File: src/rtl/slic_ram.sv
// Generic single write port, single read port RAM with registered read.
module slic_ram #(
  parameter int WIDTH = 8,
  parameter int DEPTH = 16
) (
  input  logic                     clk,
  input  logic                     we,
  input  logic [$clog2(DEPTH)-1:0] waddr,
  input  logic [WIDTH-1:0]         wdata,
  input  logic [$clog2(DEPTH)-1:0] raddr,
  output logic [WIDTH-1:0]         rdata
);

  logic [WIDTH-1:0] mem [DEPTH];

  always_ff @(posedge clk) begin
    if (we) begin
      mem[waddr] <= wdata;
    end
    rdata <= mem[raddr];
  end

endmodule

File: config.mk
export PLATFORM = sky130hd
export DESIGN_NAME = slic_ram
export DESIGN_NICKNAME = d
export VERILOG_FILES = /design/src/rtl/slic_ram.sv
export SDC_FILE = /design/constraint.sdc
export NUM_CORES = 1
export LEC_CHECK = 0
export BUFFER_PORTS_ARGS = -buffer_cell sky130_fd_sc_hd__buf_4
export CORE_MARGIN = 1.5
export CORE_UTILIZATION = 60
export DETAILED_ROUTE_END_ITERATION = 8
export PLACE_DENSITY = 0.78
export SYNTH_ARGS = -nofsm -noshare
export SYNTH_HDL_FRONTEND = slang
export SYNTH_SLANG_ARGS = --single-unit
File: constraint.sdc
create_clock -name clk -period 3.4 [get_ports clk]
set_clock_uncertainty 0.05 [all_clocks]
set_input_delay 1.02 -clock clk [delete_from_list [all_inputs] [get_ports clk]]
set_output_delay 1.02 -clock clk [all_outputs]
set_load 0.05 [all_outputs]
==> results of run 1 <==
stage by stage:
step	power, mW	hold WS, ns	setup WS [ns]	cells	utilization
floorplan	2.05	0.579	0.837	229	-
global placement	2.13	0.603	0.659	362	0.663
detailed placement	2.14	0.613	0.655	362	0.663
CTS	3.78	0.622	1.16	394	0.730
global route	3.86	0.649	1.10	394	0.730
finish	3.76	0.624	1.14	394	0.730
placed cells by master (no fill, tap or decap), types with 4 or more instances in the layout:
cell type and count:
nor2_1 13, buf_4 38, clkbuf_16 16, mux4_2 18, mux4_1 14, clkinv_4 4
edfxtp_1 128, a22oi_1 16, dfxtp_1 8, nor3_1 4, clkinvlp_4 6, nand2_1 9
registers in the layout, indices dropped and copies added, names as in the netlist:
name	cells
mem	128
rdata	8
cell families (layout without fill, tap and decap cells):
group                  Yosys count  after routing  synth area share
AND/OR/NAND/NOR                 35             35            0.0318
AO/OA/AOI/OAI                   16             16            0.0233
multiplexers                    32             32             0.150
flip-flops                     136            136             0.778
buffers and inverters           10             70            0.0168
path summary, 6_finish.rpt:
path,from,end
setup / recovery,raddr[0],rdata[5]
hold / removal,mem[15][3],rdata[3]
setup reg to reg,mem[2][5],rdata[5]
hold reg to reg,mem[15][3],rdata[3]
layer usage:
layer | GRT usage | vias up | wire length (um)
met2 | 0.391 | 131 | 5030
met1 | 0.336 | 1308 | 4020
li1 | - | 1069 | -
met3 | 0.0646 | 25 | 730
met4 | 0.100 | 0 | 209
met5 | 0 | - | 0
layout make-up:
cell class                      instances  area (sq um)  area share
Sequential cell                       136          4000       0.665
Timing Repair Buffer                   38           285      0.0474
Multi-Input combinational cell         83          1060       0.175
Clock inverter                         14           129      0.0214
Tap cell                              105           131      0.0218
Clock buffer                           18           418      0.0694
power groups by stage:
stage | Sequential, mW | Clock (mW) | Combinational (mW)
after floorplan | 1.96 | 0 | 0.0951
after global placement | 1.92 | 0 | 0.210
after detailed placement | 1.92 | 0 | 0.215
after CTS | 1.89 | 1.67 | 0.217
after global routing | 1.89 | 1.74 | 0.229
final | 1.89 | 1.66 | 0.216
worst min-delay path: cells and delay by family (launching register included):
kind            cells  cell delay [ns]
flops               1             0.31
simple gates        1             0.06
mux                 1             0.22
compound gates      1             0.05
==> reports/qor.yml, run 1 <==
power_frac_comb: 0.057
syn_area_sq_um: 5150
synth.yosys.seq_area_share: 0.778
clockBufferDepth: 2
vias_per_cell: 6.43
drc: 0
r2r_slack_ns: 1.87
placed_cell_area_sq_um: 5480
finalHoldViolCount: 0
ys_top_cells_by_count: "edfxtp_1 (128), mux4_2 (18), a22oi_1 (16), mux4_1 (14), nor2_1 (13)"
syn_nets: 247
first_global_vias: 2535
dr.pass1.iters: 5
critPathLaunchType: "input port"
synth_seq_cells: 136
ctsResizeCount: 0
drv_cap: 0
switching_share: 0.222
drv_slew: 0
critPathRequiredTime_ns: 3.74
grt_pass1_wl_um: 15000
yosysTopAreaCellShare: 0.747
rsz0062_at_grt: "false"
end_kind: "register"
p_leak_nw: 2.03
dp_hpwl_um: 5850
n_antenna_cell: 0
switchingPower_mw: 0.834
r2r_cells: 3
die_x_um: 95.6
ir_drop_uv: 344
grt_overflow: 0
postSynth.asyncResetShare: 0
crit_chain: "buf_4 > mux4_1 > a22oi_1 > nand2_1"
die_area_sq_um: 9140
core_area_sq_um: 8260
start_util: 0.623
fin_nets: 294
synth_cell_types: 19
drive_gt1_frac: 0.304
worstSkewPairLatency_ns: 0.52
crit_type: "input port to register"
vias: 2533
grt_usage: 0.249
intPower_mw: 2.93
drt_iter0_markers: 258
netlist_instances: 229
placementRows: 33
critical-path-max-stage-delay_ns: 0.66
wl_um: 9990
die_y_um: 95.6
ios: 26
clkTransAtPathRegs_ns: 0.06
synth_largest_area_cell: "edfxtp_1"
cts-hold-fix-buffers: 0
crit_family: "multiplexers"
drt-wirelength-per-cell_um: 25.3
outcome: "finished clean"
portBuffers: 25
crit_buf_inv: 1
routabilityCongestion: 0.812
min_period_over_period: 0.665
h-tree-depth: 4
cts_tree: "done"
final_area_sq_um: 6020
fin_crit_ns: 2.26
post_cts_buffers: 0
slew_headroom: 0.462
synth.avg_cell_area_sq_um: 22.5
holdPathStages: 3
drtAntennaViolNets: 0
grt_max_degree: 33
cp_num_cells: 4
tightest_slew_ns: 0.804
synth_most_common_cell: "edfxtp_1"
power_frac_clock: 0.441
cts_root_buf: "clkbuf_8"
setup-tns-final_ns: 0
holdCritPathClass: "register to register"
ys.flop_type: "edfxtp_1"
synth_top_cells_by_area: "edfxtp_1 (75%), mux4_2 (7.9%), mux4_1 (7.1%), dfxtp_1 (3.1%), a22oi_1 (2.3%)"
synth-edff-count: 128
fillerInstances: 476
cts_buffers: 17
clock-sinks: 136
crit_arrival_ns: 2.60
power_density_nw_per_um2: 624
setup-violations-final: 0
p_seq_frac: 0.502
fmax_ghz: 0.443
crit_path_max_fanout: 32
area_delta_synth_final_pct: 17.0
antenna_found_initial: 0
cpMaxStageDelayCell: "mux4_1"
yosys_warnings: 0
Power figures use the tool's default switching activity.
==> run 2, diff against run 1 <==
--- a/config.mk
+++ b/config.mk
@@ -5,11 +5,12 @@
 export SDC_FILE = /design/constraint.sdc
 export NUM_CORES = 1
 export LEC_CHECK = 0
+export ABC_AREA = 1
 export BUFFER_PORTS_ARGS = -buffer_cell sky130_fd_sc_hd__buf_4
 export CORE_MARGIN = 1.5
-export CORE_UTILIZATION = 60
+export CORE_UTILIZATION = 55
 export DETAILED_ROUTE_END_ITERATION = 8
-export PLACE_DENSITY = 0.78
+export PLACE_DENSITY = 0.75
 export SYNTH_ARGS = -nofsm -noshare
 export SYNTH_HDL_FRONTEND = slang
 export SYNTH_SLANG_ARGS = --single-unit
==> constraint.sdc (replaced) <==
create_clock -name clk -period 1.9 [get_ports clk]
set_clock_uncertainty 0.05 [all_clocks]
set_input_delay 0.57 -clock clk [delete_from_list [all_inputs] [get_ports clk]]
set_output_delay 0.57 -clock clk [all_outputs]
set_load 0.05 [all_outputs]
==> reports/qor.yml, run 2 <==
outcome: "finished clean"  # unchanged
die_area_sq_um: 11100  # was 9140 sq um
end_kind: "primary output"  # was register
clock-sinks: 136  # unchanged
routabilityCongestion: 0.854  # was 0.812
yosys_warnings: 0  # unchanged
fin_nets: 612  # was 294
area_delta_synth_final_pct: 19.2  # was 17.0%
cts-hold-fix-buffers: 0  # unchanged
dr.pass1.iters: 5  # unchanged
fmax_ghz: 0.581
ctsResizeCount: 0  # unchanged
drt_iter0_markers: 443  # was 258
vias: 3937  # was 2,533
cts_buffers: 17  # unchanged
drv_slew: 0  # unchanged
crit_buf_inv: 1  # unchanged
crit_type: "register to primary output"  # was input port to register
ys_top_cells_by_count: "nand2_1 (173), edfxtp_1 (128), inv_1 (100), nand3_1 (97), nor2_1 (17)"  # was edfxtp_1 (128), mux4_2 (18), a22oi_1 (16), mux4_1 (14), nor2_1 (13)
synth.yosys.seq_area_share: 0.694  # was 0.778
cts_tree: "done"  # unchanged
start_util: 0.564  # was 0.623
syn_area_sq_um: 5770  # was 5150 sq um
ir_drop_uv: 659  # was 344 uV
synth_most_common_cell: "nand2_1"  # was edfxtp_1
worstSkewPairLatency_ns: 0.53  # was 0.52 ns
slew_headroom: 0.741  # was 0.462
drv_cap: 0  # unchanged
finalHoldViolCount: 0  # unchanged
crit_arrival_ns: 1.10  # was 2.60 ns
cts_root_buf: "clkbuf_8"  # unchanged
crit_chain: "buf_4"  # was buf_4 > mux4_1 > a22oi_1 > nand2_1
synth.avg_cell_area_sq_um: 10.5  # was 22.5 sq um
p_total_mw: 7.64  # was 3.76 mW
critPathLaunchType: "register"  # was input port
grt_overflow: 0  # unchanged
h-tree-depth: 4  # unchanged
die_x_um: 105  # was 95.6 um
critPathRequiredTime_ns: 1.28  # was 3.74 ns
crit_path_max_fanout: 1  # was 32
die_y_um: 105  # was 95.6 um
vias_per_cell: 5.30  # was 6.43
drive_gt1_frac: 0.130  # was 0.304
wl_um: 12700  # was 9990 um
drtAntennaViolNets: 0  # unchanged
grt_pass1_wl_um: 20000  # was 15,000 um
post_cts_buffers: 0  # unchanged
dp_hpwl_um: 7700  # was 5850 um
core_area_sq_um: 10200  # was 8260 sq um
crit_family: "flip-flops"  # was multiplexers
largestRegisters: "mem x128, rdata x8"  # unchanged
rsz0062_at_grt: "false"  # unchanged
final_common_cell: "nand2_1"  # was edfxtp_1
largest-register: "mem"  # unchanged
postSynth.asyncResetShare: 0  # unchanged
setup-violations-final: 0  # unchanged
drc: 0  # unchanged
holdCritPathClass: "input port to register"  # was register to register
setup-tns-final_ns: 0  # unchanged
synth_seq_cells: 136  # unchanged
ys.flop_type: "edfxtp_1"  # unchanged
p_leak_nw: 3.00  # was 2.03 nW
tightest_slew_ns: 0.388  # was 0.804 ns
power_density_nw_per_um2: 1110  # was 624 nW/um^2
largest_register_ffs: 128  # unchanged
synth_cell_types: 12  # was 19
cpMaxStageDelayCell: "dfxtp_1"  # was mux4_1
synth-edff-count: 128  # unchanged
placementRows: 37  # was 33
fin_crit_ns: 1.72
netlist_instances: 551  # was 229
clkTransAtPathRegs_ns: 0.06  # about the same
portBuffers: 25  # unchanged
critical-path-max-stage-delay_ns: 0.36  # was 0.66 ns
synth_top_cells_by_area: "edfxtp_1 (67%), nand2_1 (11%), nand3_1 (8.4%), inv_1 (6.5%), dfxtp_1 (2.8%)"  # was edfxtp_1 (75%), mux4_2 (7.9%), mux4_1 (7.1%), dfxtp_1 (3.1%), a22oi_1 (2.3%)
n_antenna_cell: 0  # unchanged
first_global_vias: 3713  # was 2,535
fillerInstances: 736  # was 476
grt_max_degree: 65  # was 33
antenna_found_initial: 0  # unchanged
min_period_over_period: 0.905
mostFrequentLayoutCells: "nand2_1 (173), edfxtp_1 (128), inv_1 (100), nand3_1 (97), buf_4 (43)"  # was edfxtp_1 (128), buf_4 (38), mux4_2 (18), a22oi_1 (16), clkbuf_16 (16)
ios: 26  # unchanged
clockBufferDepth: 2  # unchanged
yosysTopAreaCellShare: 0.667  # was 0.747
syn_nets: 569  # was 247
drt-wirelength-per-cell_um: 17.1  # was 25.3 um
synth_largest_area_cell: "edfxtp_1"  # unchanged
grt_usage: 0.249  # about the same
run 2: cell types whose count changed after synthesis, moves of 10 or more:
cell	before	now
buf_2	3	13
mux4_2	18	0
inv_1	0	100
nand2_1	9	173
a22oi_1	16	0
mux4_1	14	0
nand3_1	1	97
run 2: logic make-up (layout without fill, tap and decap cells):
logic type             after synthesis  count (layout)  synth area share
buffers and inverters              126             182            0.0952
flip-flops                         136             136             0.694
AND/OR/NAND/NOR                    289             289             0.210
run 2: layout make-up:
type	count	area, sq um	area share
sequential	136	4000	0.582
timing repair buffer	48	423	0.0615
clock inverter	12	246	0.0359
clock buffer	20	435	0.0633
multi-input combinational	289	1210	0.177
inverter	102	383	0.0557
tap	136	170	0.0247
run 2: worst reg2reg max path: cells and delay by family, from the launching register on:
family / cells / cell delay (ns)
AND/OR/NAND/NOR: 5 / 0.53
flip-flops: 1 / 0.36
buffers and inverters: 1 / 0.06
run 2: routing by layer:
| metal | wire length [um] | track usage | vias up | part of all wire |
|---|---|---|---|---|
| met4 | 321 | 0.111 | 0 | 0.025 |
| met1 | 5030 | 0.329 | 1875 | 0.40 |
| met3 | 946 | 0.0588 | 25 | 0.074 |
| li1 | - | - | 1858 | - |
| met2 | 6410 | 0.395 | 179 | 0.50 |
| met5 | 0 | 0 | - | 0 |
run 2: path summary, 6_finish.rpt:
path / start / endpoint / slack, ns / depth (start not counted)
setup / recovery: rdata[4] / rdata[4] / 0.18 / 1
hold / removal: raddr[3] / rdata[6] / 0.33 / 3
setup reg to reg: mem[3][7] / rdata[7] / 0.79 / 6
hold reg to reg: mem[13][2] / rdata[2] / 0.61 / 6
run 2: power by group:
group	total, mW	switching [mW]	internal (mW)
combinational	0.514	0.358	0.156
clock	3.76	1.19	2.56
sequential	3.37	0.0199	3.35
run 2: per-stage QoR:
stage	area [sq um]	setup slack, ns	hold slack [ns]	cells	utilization
floorplan	5770	0.329	0.557	551	-
global placement	6190	0.226	0.584	711	0.605
detailed placement	6190	0.205	0.600	711	0.605
CTS	6880	0.159	0.313	743	0.672
global route	6880	0.152	0.315	743	0.672
finish	6880	0.180	0.332	743	0.672
